==> src/design/psm_pkg.sv <==
// ----------------------------------------------------------------------------
// psm_pkg
// shared constants, codes and types of the primorial sieve marker
// ----------------------------------------------------------------------------
package psm_pkg;

    // sieve geometry
    localparam int SIEVE_SIZE  = 65536;
    localparam int WORD_BITS   = 32;
    localparam int WORD_SHIFT  = 5;
    localparam int SIEVE_WORDS = (SIEVE_SIZE + WORD_BITS - 1) / WORD_BITS;
    localparam int ADDR_W      = (SIEVE_WORDS > 1) ? $clog2(SIEVE_WORDS) : 1;

    // field widths
    localparam int FUNC_W    = 2;
    localparam int WADDR_W   = 11;
    localparam int DATA_W    = 32;
    localparam int OFFSET_W  = 16;
    localparam int PROD_W    = 2 * DATA_W;
    localparam int POS_W     = DATA_W + 1;
    localparam int DIV_CNT_W = $clog2(PROD_W + 1);

    // request queue between front and back
    localparam int QUEUE_DEPTH = 2;
    localparam int QPTR_W      = (QUEUE_DEPTH > 1) ? $clog2(QUEUE_DEPTH) : 1;
    localparam int QCNT_W      = $clog2(QUEUE_DEPTH + 1);

    // function codes on the input port
    localparam logic [FUNC_W-1:0] FUNC_CLEAR = 2'd0;
    localparam logic [FUNC_W-1:0] FUNC_SIEVE = 2'd1;
    localparam logic [FUNC_W-1:0] FUNC_READ  = 2'd2;

    typedef enum logic [1:0] {
        OP_CLEAR,
        OP_SIEVE,
        OP_READ,
        OP_NONE
    } t_op;

    // classified request handed from front to back
    typedef struct packed {
        t_op                op;
        logic               p_zero;
        logic               addr_ok;
        logic [ADDR_W-1:0]  addr;
        logic [DATA_W-1:0]  prime;
        logic [DATA_W-1:0]  diff;
        logic [DATA_W-1:0]  inverse;
    } t_cmd;

    typedef enum logic [3:0] {
        BS_INIT,
        BS_IDLE,
        BS_CLR,
        BS_MUL,
        BS_DVS,
        BS_DVW,
        BS_RD,
        BS_WR,
        BS_RDW,
        BS_FIN
    } t_bstate;

endpackage

==> src/design/psm_cmd_fifo.sv <==
// ----------------------------------------------------------------------------
// psm_cmd_fifo
// short register queue of classified requests between front and back
// ----------------------------------------------------------------------------
module psm_cmd_fifo import psm_pkg::*; (
    input  logic  i_clk,
    input  logic  i_rst_n,
    input  logic  i_wr,
    input  t_cmd  i_wdata,
    output logic  o_full,
    input  logic  i_rd,
    output t_cmd  o_rdata,
    output logic  o_empty
);

    localparam logic [QPTR_W-1:0] LAST_PTR = QPTR_W'(QUEUE_DEPTH - 1);

    t_cmd               r_mem [QUEUE_DEPTH];
    logic [QPTR_W-1:0]  r_wptr;
    logic [QPTR_W-1:0]  r_rptr;
    logic [QCNT_W-1:0]  r_cnt;
    logic               do_wr;
    logic               do_rd;

    assign o_full  = (r_cnt == QCNT_W'(QUEUE_DEPTH));
    assign o_empty = (r_cnt == '0);
    assign do_wr   = i_wr && !o_full;
    assign do_rd   = i_rd && !o_empty;
    assign o_rdata = r_mem[r_rptr];

    always_ff @(posedge i_clk) begin
        if (!i_rst_n) begin
            r_wptr <= '0;
            r_rptr <= '0;
            r_cnt  <= '0;
        end else begin
            if (do_wr) begin
                r_wptr <= (r_wptr == LAST_PTR) ? '0 : r_wptr + QPTR_W'(1);
            end
            if (do_rd) begin
                r_rptr <= (r_rptr == LAST_PTR) ? '0 : r_rptr + QPTR_W'(1);
            end
            if (do_wr && !do_rd) begin
                r_cnt <= r_cnt + QCNT_W'(1);
            end else if (do_rd && !do_wr) begin
                r_cnt <= r_cnt - QCNT_W'(1);
            end
        end
    end

    always_ff @(posedge i_clk) begin
        if (do_wr) begin
            r_mem[r_wptr] <= i_wdata;
        end
    end

endmodule

==> config.mk <==
export PLATFORM = sky130hd
export DESIGN_NAME = psm_cmd_fifo
export DESIGN_NICKNAME = d
export VERILOG_FILES = /design/src/design/psm_pkg.sv /design/src/design/psm_cmd_fifo.sv
export SDC_FILE = /design/constraint.sdc
export NUM_CORES = 1
export LEC_CHECK = 0
export BUFFER_PORTS_ARGS = -buffer_cell sky130_fd_sc_hd__buf_2
export CELL_PAD_IN_SITES_DETAIL_PLACEMENT = 2
export CELL_PAD_IN_SITES_GLOBAL_PLACEMENT = 2
export CORE_ASPECT_RATIO = 1.25
export CORE_MARGIN = 2
export CORE_UTILIZATION = 41
export DETAILED_ROUTE_END_ITERATION = 10
export GPL_TIMING_DRIVEN = 1
export PLACE_DENSITY_LB_ADDON = 0.3
export SKIP_LAST_GASP = 1
export SLEW_MARGIN = 20
export SYNTH_ARGS = -nofsm -noshare
export SYNTH_HDL_FRONTEND = slang
export SYNTH_SLANG_ARGS = --single-unit
==> constraint.sdc <==
create_clock -name i_clk -period 13 [get_ports i_clk]
set_input_delay 3.9 -clock i_clk [delete_from_list [all_inputs] [get_ports i_clk]]
set_output_delay 3.9 -clock i_clk [all_outputs]
set_load 0.05 [all_outputs]
==> run summary, run 1 <==
The run finished with clean final reports. After Yosys synthesis, and, or, nand and nor cells account for 0.666% of the synthesized area. In this run the remaining antenna-violating nets after routing total 0. The tightest min-delay check is of the reg2reg type.

The floorplan has 58 rows. The routed design has 19700 um of wire. The portion of total power attributed to the clock network was 27.9%; the xor-xnor portion of the synthesized cell area was 0.318%. After floorplanning, the core was sized to cover 20000 um^2. The iteration-0 DRC count of the detailed router is 210, and the total congestion overflow is 0.

The total global-route track usage was 18.4%; the number of antenna violations at the first check in global routing was 1. The initial core utilization is 41.4%. The total number of vias is 4299, and the areal power density over the cells is 237 nW/um^2. Switching power share of the total: 37.2%. No sink is reached through more buffers than the 3 on the longest clock path. The logs give 904 for the count of placed standard cells in the final layout, fillers left out and 39.2% for the sequential cell fraction of total power. At the pin with the least slew margin, the transition time is 0.924 ns.

Counting every net in the synthesized netlist gives 486. The total placed cells including tap cells was 859; the relative max-transition margin was 38.4%. Summed over all cells, the static leakage comes to 3.90 nW.

The number of warnings issued by yosys was 0. Setup violations remaining at the end of the flow were counted as 0. After clock tree synthesis, the clock-pin slew on the worst setup and hold paths is 0.06 ns. Largest family of logic cells by synthesized area: multiplexers. The latest clock arrival within the worst-skew pair is 0.51 ns. Endpoint class of the critical path: an output port. At the end of the flow, the number of nets in the layout was 731. The final critical-path required period is 6.68 ns, and the share of synthesized area occupied by flip-flops and latches is 81.8%. The worst path uses 51.4% of the clock period. The finished cells cover 10500 um^2. After detailed routing, the number of remaining DRC violations is 0. Dividing the detail-routed via count by the number of cells gives 4.76.

For the worst setup path, the data required time is 9.10 ns. Summing the areas of all compound-gate instances in the mapped netlist gives 0.393% of the synthesized area. Entering global routing, the biggest net connects 67 pins. The CTS H-tree depth is 1. The share of total power dissipated in combinational logic is 33.0%. The logs give 29000 um for the global-route wire length before repair and 0.0114 ns for the clock skew after layout. In this run the worst path has a maximum fanout of 58.

The number of global-route vias before repair was 4995; the number of buffers inserted to repair setup after CTS was 0. Setup repair after global routing left no endpoint under its margin. At the end of routability-driven placement, the weighted congestion stood at 0.737. CTS saw 227 sinks. TritonCTS built the clock tree. Once the clock tree was built, the resizer swapped 0 gates to a different size.

The number of clock buffers added by TritonCTS is 24. The setup TNS is 0 ns. In this run, synthesis produced a sequential element count of 227.

In the final routed layout, each cell accounts on average for 21.8 um. Synthesis produced a netlist whose cell count is 370. In this run the tool buffered the top-level ports with 227 buffer cells.

Across the run, the number of max-cap violations was 0. The cell area that synthesis handed to floorplanning was 8270 um^2. The logs give 0 for the count of pins over their slew limit and 1828 for the number of inserted filler cells in the final layout.

The number of different library cells used by synthesis comes to 21. For this design, the CTS-stage hold fixing added 0 buffers. The synthesized area per cell works out to 22.3 um^2.

For the switching power, the log shows 0.925 mW. Cell internal power was estimated by the tool at 1.56 mW. The worst setup path is of the reg2out kind. The tools report the clock root buffer master as sky130_fd_sc_hd__clkbuf_16. The die height works out to 163 um. The kind of start point of the critical path was a flip-flop.

In this run the horizontal extent of the chip is 131 um. The placed cell area is 9670 um^2. The adder-cell share of the synthesized area is 0.151%, and the layout cell share with drive strength beyond 1 is 60.3%. The logs give 228 for the number of top-level design ports and 21300 um^2 for the total die area. The final cell utilization of the core was 52.5%; the first-pass iteration count of the detailed router was 4. Number of hold violations in the final report: 0. For this run, the top clock speed supported by timing is 0.150 GHz. Once detailed placement completed, the half-perimeter wirelength came to 13300 um. Data arrival time at the worst-slack endpoint: 2.78 ns. Mux cell area share after synthesis: 15.1%. Peak ir drop on the vdd network: 0.155 mV.

The area overhead of the layout relative to synthesis came out at 26.7%.
[layer usage]
layer	share of wire (%)	global-route usage (%)	vias to the layer above
met2	58	35.7	139
met1	33	19.1	2177
met5	0	0	-
met4	1.5	4.79	0
li1	-	-	1960
met3	7.2	4.76	23
[cells by family (layout without fill, tap and decap cells)]
| family | Yosys count | in the layout |
|---|---|---|
| XOR/XNOR | 3 | 3 |
| AND/OR/NAND/NOR | 9 | 9 |
| multiplexers | 111 | 111 |
| AO/OA/AOI/OAI | 5 | 5 |
| buffers and inverters | 14 | 277 |
| other | 0 | 1 |
| adder cells (fa/ha/maj) | 1 | 1 |
| flip-flops | 227 | 227 |
[Yosys cell counts]
| master | instances | area share [%] |
|---|---|---|
| sky130_fd_sc_hd__a21boi_0 | 1 | 0.091 |
| sky130_fd_sc_hd__a21boi_1 | 1 | 0.091 |
| sky130_fd_sc_hd__and2_1 | 3 | 0.23 |
| sky130_fd_sc_hd__and3_1 | 1 | 0.076 |
| sky130_fd_sc_hd__buf_2 | 2 | 0.12 |
| sky130_fd_sc_hd__buf_4 | 1 | 0.091 |
| sky130_fd_sc_hd__buf_6 | 9 | 1.2 |
| sky130_fd_sc_hd__dfxtp_1 | 5 | 1.2 |
| sky130_fd_sc_hd__edfxtp_1 | 222 | 81 |
| sky130_fd_sc_hd__ha_1 | 1 | 0.15 |
| sky130_fd_sc_hd__inv_1 | 2 | 0.091 |
| sky130_fd_sc_hd__mux2_2 | 111 | 15 |
| sky130_fd_sc_hd__nand2b_1 | 1 | 0.076 |
| sky130_fd_sc_hd__nor2_1 | 2 | 0.091 |
| sky130_fd_sc_hd__nor3_2 | 1 | 0.12 |
| sky130_fd_sc_hd__o21a_1 | 1 | 0.091 |
| sky130_fd_sc_hd__o21ai_0 | 1 | 0.060 |
| sky130_fd_sc_hd__o21ai_1 | 1 | 0.060 |
| sky130_fd_sc_hd__or3_1 | 1 | 0.076 |
| sky130_fd_sc_hd__xnor2_1 | 2 | 0.21 |
| sky130_fd_sc_hd__xor2_1 | 1 | 0.11 |
[sequential cells by signal, summed over array words and instances, names as in the netlist, named ones only]
| signal | count |
|---|---|
| r_cnt | 2 |
| r_mem | 222 |
| r_rptr | 1 |
| r_wptr | 1 |
[critical path, stage by stage (launching register included)]
cell	delay, ns
sky130_fd_sc_hd__dfxtp_4	0.84
sky130_fd_sc_hd__buf_4	0.73
sky130_fd_sc_hd__mux2_2	0.42
sky130_fd_sc_hd__buf_2	0.22
[path summary, 6_finish.rpt]
check | from | end | slack [ns] | cells past startpoint
setup reg to reg | r_cnt[0] | r_mem[1][76] | 10.41 | 3
setup / recovery | flip-flop | o_rdata[78] | 6.32 | 3
hold / removal | r_cnt[1] | r_cnt[1] | 0.56 | 2
hold reg to reg | r_cnt[1] | r_cnt[1] | 0.56 | 2
[stage by stage]
stage | power, mW | setup WS, ns | hold slack [ns]
3_5_place_dp | 1.82 | 6.75 | 0.570
5_1_grt | 2.58 | 6.12 | 0.590
2_1_floorplan | 1.64 | 4.17 | 0.483
6_report | 2.49 | 6.32 | 0.560
4_1_cts | 2.53 | 6.20 | 0.571
3_3_place_gp | 1.79 | 6.84 | 0.508
[power by group through the flow]
stage,Sequential [mW],Combinational (mW),Clock (mW)
CTS,0.979,0.835,0.712
finish,0.975,0.820,0.693
global placement,0.980,0.811,0
floorplan,0.964,0.677,0
detailed placement,0.993,0.829,0
global route,0.987,0.860,0.736
[layout by cell type, fill, tap and decap left out, drive strengths merged, types with 2 or more instances in the layout]
master and instances:
a21boi 2, and2 3, buf 231, bufinv 3, clkbuf 31, clkinv 10
dfxtp 5, edfxtp 222, inv 2, mux2 111, nor2 2, o21ai 2
xnor2 2
[final cells by class]
cell class | instances | area, um^2 | share of cell area (%)
Sequential cell | 227 | 6770 | 64.6
Multi-Input combinational cell | 129 | 1390 | 13.2
Clock inverter | 13 | 136 | 1.30
Tap cell | 270 | 338 | 3.22
Clock buffer | 31 | 668 | 6.38
Timing Repair Buffer | 231 | 1170 | 11.1
Inverter | 2 | 7.51 | 0.0717
Antenna cell | 1 | 2.50 | 0.0239
(Power assumes the default switching activity.)
==> run 2: changes to the inputs <==
--- a/config.mk
+++ b/config.mk
@@ -5,12 +5,13 @@
 export SDC_FILE = /design/constraint.sdc
 export NUM_CORES = 1
 export LEC_CHECK = 0
+export ABC_AREA = 1
 export BUFFER_PORTS_ARGS = -buffer_cell sky130_fd_sc_hd__buf_2
 export CELL_PAD_IN_SITES_DETAIL_PLACEMENT = 2
 export CELL_PAD_IN_SITES_GLOBAL_PLACEMENT = 2
 export CORE_ASPECT_RATIO = 1.25
 export CORE_MARGIN = 2
-export CORE_UTILIZATION = 41
+export CORE_UTILIZATION = 38
 export DETAILED_ROUTE_END_ITERATION = 10
 export GPL_TIMING_DRIVEN = 1
 export PLACE_DENSITY_LB_ADDON = 0.3
==> constraint.sdc (replaced) <==
create_clock -name i_clk -period 6.58 [get_ports i_clk]
set_input_delay 1.974 -clock i_clk [delete_from_list [all_inputs] [get_ports i_clk]]
set_output_delay 1.974 -clock i_clk [all_outputs]
set_load 0.05 [all_outputs]
==> run 2 against run 1 <==
Sequential power rose by 94%. Worst setup slack got worse by 4.1 ns. Total power rose by 83%. Die area rose by 7.8%. Design area fell by 0.94%. Synthesized area rose by 0.14%. Via count rose by 1.2%. Routed wire length fell by 3.4%. First-iteration DRC count rose by 7.1%. Critical path depth did not move. Critical path type unchanged.
==> run summary, run 2 <==
The flow ran to the end, and the final reports show no timing, DRC or antenna violations. After global routing the overflow that remains totals 0. Fill cells in the final layout number 2035.

The tools report the CTS H-tree depth as 1. The register bit total from synthesis works out to 227. The maximum number of pins on one net before global-route repair was 91. The number of setup buffers added after CTS is 0. The number of unique standard cell types used by synthesis was 13. Adding up every negative setup slack in the final design gives 0 ns. Setup violations remaining at the end of the flow were counted as 0. The average wire length per cell after detail routing is 20.6 um, and the quantity of gates resized following cts is 0. The worst reg-to-reg path cell count is 4, and the area fraction of the dominant cell type after synthesis is 80.5%. The worst-margin pin slew came out at 0.994 ns. In this run the power density over the cells is 438 nW/um^2. The kind of start point of the critical path was a flip-flop. Counting flops per register, the top entry is r_mem. The number of global-route vias before repair came out at 4878.

The root buffer cell chosen for the clock tree is sky130_fd_sc_hd__clkbuf_16. Setup repair after global routing left no endpoint under its margin. The net total in the final layout is 744, and the number of top-level design ports is 228. The hold-fix buffer count after cts is 0. For the first-pass iteration count of the detailed router, the log shows 4. No sink is reached through more buffers than the 3 on the longest clock path.

Ranked by total cell area, the synthesized netlist is headed by sky130_fd_sc_hd__edfxtp_1 (81%), sky130_fd_sc_hd__mux2_2 (15%), sky130_fd_sc_hd__buf_6 (1.4%). The first global-routing pass estimated 28400 um of wire. The die covers 23000 um^2.

Count of pins over their slew limit: 0. The leakage component of the power was 3.86 nW; the number of antenna violations at the first check in global routing was 3. The data required time of the worst path came out at 4.61 ns.

The footprint of the multi-input gates is 1370 um^2, and the fraction of registers with async set or reset after synthesis is 0%. The total global-route track usage was 16.4%; the ratio of final minimum period to clock period was 66.1%. STA puts the critical path data arrival time at 2.38 ns. For this configuration, the core starts out at a cell density of 38.6%. The die is 169 um tall.

Cells fill 48.3% of the core in the end. The area used by sequential logic in the layout is 6770 um^2. The count of nets left with antenna violations after detail routing is 0, and the ratio of routed vias to standard cells is 4.72. The total number of vias came out at 4351. The synthesized netlist occupies a cell area of 8280 um^2. The gate count of the mapped netlist was 383.

The synthesized area per cell is 21.6 um^2. The Yosys step of the flow raised 0 warnings. In the routed design, unresolved DRC markers number 0. The cell type contributing the most total cell area after synthesis was sky130_fd_sc_hd__edfxtp_1. For this block, the initial DRC count from the detailed router was 225.

The worst pin sits at a relative slew slack of 33.7%. In this run the worst path has a maximum fanout of 67. Among all flip-flop cells after synthesis, the most frequent one is sky130_fd_sc_hd__edfxtp_1. The number of flip-flops under the largest register name works out to 222. The share of synthesized area occupied by flip-flops and latches was 81.7%. Compared with the post-synthesis result, the final layout area differs by 25.3%. The most frequent cell after synthesis was sky130_fd_sc_hd__edfxtp_1. For the clock skew after layout, the log shows 0.00731 ns. The total length of routed wires is 19000 um.

The hold-critical path depth is 2. For the worst-skew pair, the clock arrives at the later sink with an insertion delay of 0.50 ns. The tools report the weighted congestion reported at the end of routability-driven placement as 0.712. The tools report the number of placement rows as 60. The count of buffers inserted at the top-level ports was 227; the synthesized net count was 499. Clock-pin slew was measured on the worst setup and hold paths at 0.06 ns. TritonCTS created 23 clock buffers. The tools report the endpoint class of the critical path as an output port.

Yosys mapped a number of flops with a built-in enable equal to 222. Category of the most critical setup path: reg2out. The layout cell share with drive strength beyond 1 is 58.7%. The peak ir drop on the vdd network came out at 0.225 mV.

Derived from the worst setup path, the maximum achievable clock frequency is 0.230 GHz. Detailed placement ended at an HPWL of 13200 um. The die is 136 um wide.

After synthesis, the most frequently instantiated cells are sky130_fd_sc_hd__edfxtp_1 (222), sky130_fd_sc_hd__mux2_2 (111), sky130_fd_sc_hd__nor2_1 (11), sky130_fd_sc_hd__buf_6 (10), sky130_fd_sc_hd__inv_1 (9). The logs give 0 for the max-capacitance violation count and 227 for the clock sink count. The library cell used most frequently in the layout, excluding fill and tap cells, is sky130_fd_sc_hd__buf_2.

The largest registers in the layout are r_mem (222), r_cnt (2). The top cell types in the final layout, fill and taps aside, are sky130_fd_sc_hd__buf_2 (227), sky130_fd_sc_hd__edfxtp_1 (222), sky130_fd_sc_hd__mux2_2 (111). TritonCTS built the clock tree. The core region is 21500 um^2. The path class of the tightest hold or removal check is reg2reg. The routed design could run at a clock period as short as 4.35 ns. The number of hold violations in the final report was 0.
==> run 2: cell type report <==
type	count	area share [%]
sequential	227	65.2
antenna	1	0.0241
clock inverter	10	0.434
tap	279	3.36
clock buffer	29	5.96
inverter	9	0.326
multi-input combinational	135	13.2
timing repair buffer	232	11.4
==> run 2: power breakdown <==
group          internal, mW  switching [mW]  total (mW)
Combinational         0.380            1.11        1.49
Clock                 0.658           0.507        1.17
Sequential             1.83          0.0600        1.89
Total                  2.87            1.67        4.54
==> run 2: path summary, 6_finish.rpt <==
| path | slack [ns] | startpoint | end |
|---|---|---|---|
| hold / removal | 0.53 | r_rptr | flip-flop |
| setup reg to reg | 4.24 | r_cnt[1] | r_mem[1][35] |
| setup / recovery | 2.23 | flip-flop | o_rdata[7] |
| hold reg to reg | 0.53 | r_rptr | flip-flop |
==> run 2: cell families (layout without fill, tap and decap cells) <==
family                   Yosys count  after routing  share of synthesized area, %
flip-flops                       227            227                          81.7
multiplexers                     111            111                          15.1
buffers and inverters             21            280                          1.89
AND/OR/NAND/NOR                   19             19                         0.907
AO/OA/AOI/OAI                      4              4                         0.242
adder cells (fa/ha/maj)            1              1                         0.151
other                              0              1                             0
==> run 2: layer usage <==
| layer | wire [um] | track usage [%] |
|---|---|---|
| met5 | 27 | 0 |
| met2 | 10500 | 30.7 |
| met1 | 6860 | 18.2 |
| met3 | 1240 | 4.22 |
| met4 | 400 | 4.12 |
==> run 2: per-stage QoR <==
stage                     setup slack, ns  instance area, um^2  hold WS, ns  instances  power, mW
final                                2.23                10400        0.528        922       4.54
after global routing                 2.11                10400        0.582        922       4.73
after CTS                            2.18                10400        0.530        921       4.61
after detailed placement             2.63                 9710        0.520        882       3.43
after global placement               2.70                 9710        0.479        882       3.37
after floorplan                    -0.748                 8280        0.467        383       3.10
==> run 2: worst max-delay path: stages, from the launching register on <==
cell,delay (ns)
sky130_fd_sc_hd__dfxtp_4,0.43
sky130_fd_sc_hd__buf_4,0.70
sky130_fd_sc_hd__mux2_2,0.43
sky130_fd_sc_hd__buf_2,0.21
==> run 3: changes to the inputs <==
==> constraint.sdc (replaced) <==
create_clock -name i_clk -period 4.5 [get_ports i_clk]
set_input_delay 1.35 -clock i_clk [delete_from_list [all_inputs] [get_ports i_clk]]
set_output_delay 1.35 -clock i_clk [all_outputs]
set_load 0.05 [all_outputs]
==> run 3 against run 2 <==
Cell count is 0.87% higher. Combinational power is 44% higher. Global-route usage increased by 0.15 points. Largest cell class unchanged. Highest routed layer is now met4.
==> run summary, run 3 (synthesis results as in run 2) <==
Static timing analysis puts the maximum clock frequency at 0.279 GHz. The number of hold violations in the final report came out at 0. The tools report the number of inserted filler cells in the final layout as 2022. The tools report the global-route wire length before repair as 28700 um. The floorplan step set the die height to 169 um.

The register with the most flip-flops in the layout has 222 of them. The run gives 1 as the number of antenna violations at the first check in global routing. Setup slack on the critical path of the routed design comes to 0.912 ns.

Clock tree synthesis found a total of 227 sinks. The logs give 9750 um^2 for the placed cell area and 21500 um^2 for the area of the placeable core. The initial utilization of the core area, before any placement, comes to 38.6%.

TritonCTS built the clock tree. In the final design database the tool counted 748 nets. The CTS H-tree depth is 1. Entering global routing, the biggest net connects 54 pins. The start point of the worst hold path was r_rptr. The number of placement rows was 60; the largest buffer count on any clock path was 3. The library cell used most frequently in the layout, excluding fill and tap cells, is sky130_fd_sc_hd__buf_2. The largest registers in the layout are r_mem (222), r_cnt (2). The combined buffer and inverter count along the critical path is 2, and the latest clock arrival within the worst-skew pair is 0.49 ns. Clock skew after layout: 0.00787 ns.

Across the VDD grid, the largest voltage drop is 0.366 mV. The iteration-0 DRC count of the detailed router is 184, and the worst setup slack after placement is 1.33 ns. The detail route stage leaves a number of antenna-violating nets equal to 0. The run gives 10500 um^2 as the post-route standard cell area excluding fillers. The endpoint class of the critical path was an output port. The cell type group with the largest total delay on the critical path is flip-flops. Data on the critical path arrives at its endpoint at 2.24 ns.

Weighted congestion reported at the end of routability-driven placement: 0.733. The slowest stage of the critical path belongs to the cell sky130_fd_sc_hd__dfxtp_4. Of the available clock period, the critical path in the final layout requires 79.7%. Counting the buffers created by CTS gives 25.

The clock root buffer master is sky130_fd_sc_hd__clkbuf_16. Using the TritonRoute via totals, the vias-per-cell ratio works out to 4.67. Worst-margin pin slew: 0.789 ns.

The hold-fix buffer count after cts was 0; the width of the chip was 136 um. Hold timing on the final database bottoms out at a slack of 0.504 ns. Global routing used 16.5% of the available tracks. For the count of pins over their slew limit, the log shows 0. For the final routed database, the setup TNS stands at 0 ns. The run gives 4859 as the number of global-route vias before repair. The relative max-transition margin is 46.8%, and the DRC violation count after routing is 0. The register name with the most flops was r_mem. Leaving out fill and tap cells, the most frequent cells in the layout are sky130_fd_sc_hd__buf_2 (227), sky130_fd_sc_hd__edfxtp_1 (222), sky130_fd_sc_hd__mux2_2 (111). Across all layers, the routed design uses 4340 vias. Setup repair after global routing left no endpoint under its margin. Reg-to-reg startpoint: r_cnt[0].

Along the worst path, the maximum fanout reaches 50. For the max-capacitance violation count, the log shows 0. In this run the tool buffered the top-level ports with 227 buffer cells.

The areal power density over the cells is 646 nW/um^2, and the clock slew at the register clock pins of the worst setup and hold paths is 0.06 ns. Detailed placement finished with a half-perimeter wire length of 13200 um. For the finished layout, the period the worst path requires is 3.59 ns. The worst hold path belongs to the class reg2reg. The final count of negative-setup-slack endpoints is 0, and the delay of the slowest critical-path stage is 0.73 ns. After detailed routing, the average wire length per cell comes to 20.4 um. The pre-antenna-repair detailed-routing pass consisted of 6 iterations.

The tools report the kind of start point of the critical path as a flip-flop. The area overhead of the layout relative to synthesis was 26.6%. After global routing the overflow that remains totals 0. The floorplan step defined a die boundary enclosing 23000 um^2.

The layout cell share with drive strength beyond 1 was 58.2%; the overall power after layout was 6.77 mW. The worst setup path is of the reg2out kind. The flow ran to the end, and the final reports show no timing, DRC or antenna violations. Traced cell by cell, the critical path runs through buf_12 -> mux2_2 -> buf_2.

The number of buffers inserted to repair setup after CTS came out at 0. Summed over all cells, the static leakage comes to 3.91 nW. The data required time of the worst path came out at 3.15 ns. The quantity of gates resized following cts is 0, and the total length of routed wires is 19000 um.

228 I/O pins were placed.
==> run 3: cell types whose count changed in the layout (fill, tap and decap cells not counted), sizes merged <==
cell and change:
buf +2, bufinv +1, clkbuf +5
==> run 3: area by class of cell <==
cell class                      instances  area [um^2]  area share, %
Timing Repair Buffer                  234         1230           11.7
Antenna cell                            1         2.50         0.0239
Multi-Input combinational cell        135         1370           13.1
Tap cell                              279          349           3.33
Sequential cell                       227         6770           64.6
Clock buffer                           34          659           6.29
Clock inverter                         11         72.6          0.692
Inverter                                9         33.8          0.322
==> run 3: path summary, 6_finish.rpt <==
path | slack, ns | to | cells past startpoint
worst max-delay path | 0.91 | o_rdata[57] | 3
worst min-delay path | 0.50 | r_rptr | 2
worst max register to register | 2.35 | r_mem[0][44] | 3
worst min register to register | 0.50 | r_rptr | 2
==> run 3: per-layer routing <==
metal	share of wire (%)	track usage [%]
met1	36	18.5
met4	1.8	4.35
met2	57	31.4
met5	0	0
met3	5.9	3.53
==> run 3: through the flow <==
stage               std cells  util, %
finish                    930     48.8
global route              930     48.8
CTS                       929     48.8
detailed placement        884     45.4
global placement          884     45.4
floorplan                 383        -
==> run 3: worst min-delay path, delay by kind of cell, from the launching register on <==
family | cells | cell delay, ns
flip-flops | 1 | 0.33
AND/OR/NAND/NOR | 2 | 0.14
==> run 3: power by group <==
part	internal, mW	switching, mW	total, mW
Combinational	0.572	1.58	2.15
Clock	1.08	0.746	1.82
Sequential	2.68	0.125	2.80
Total	4.32	2.45	6.77
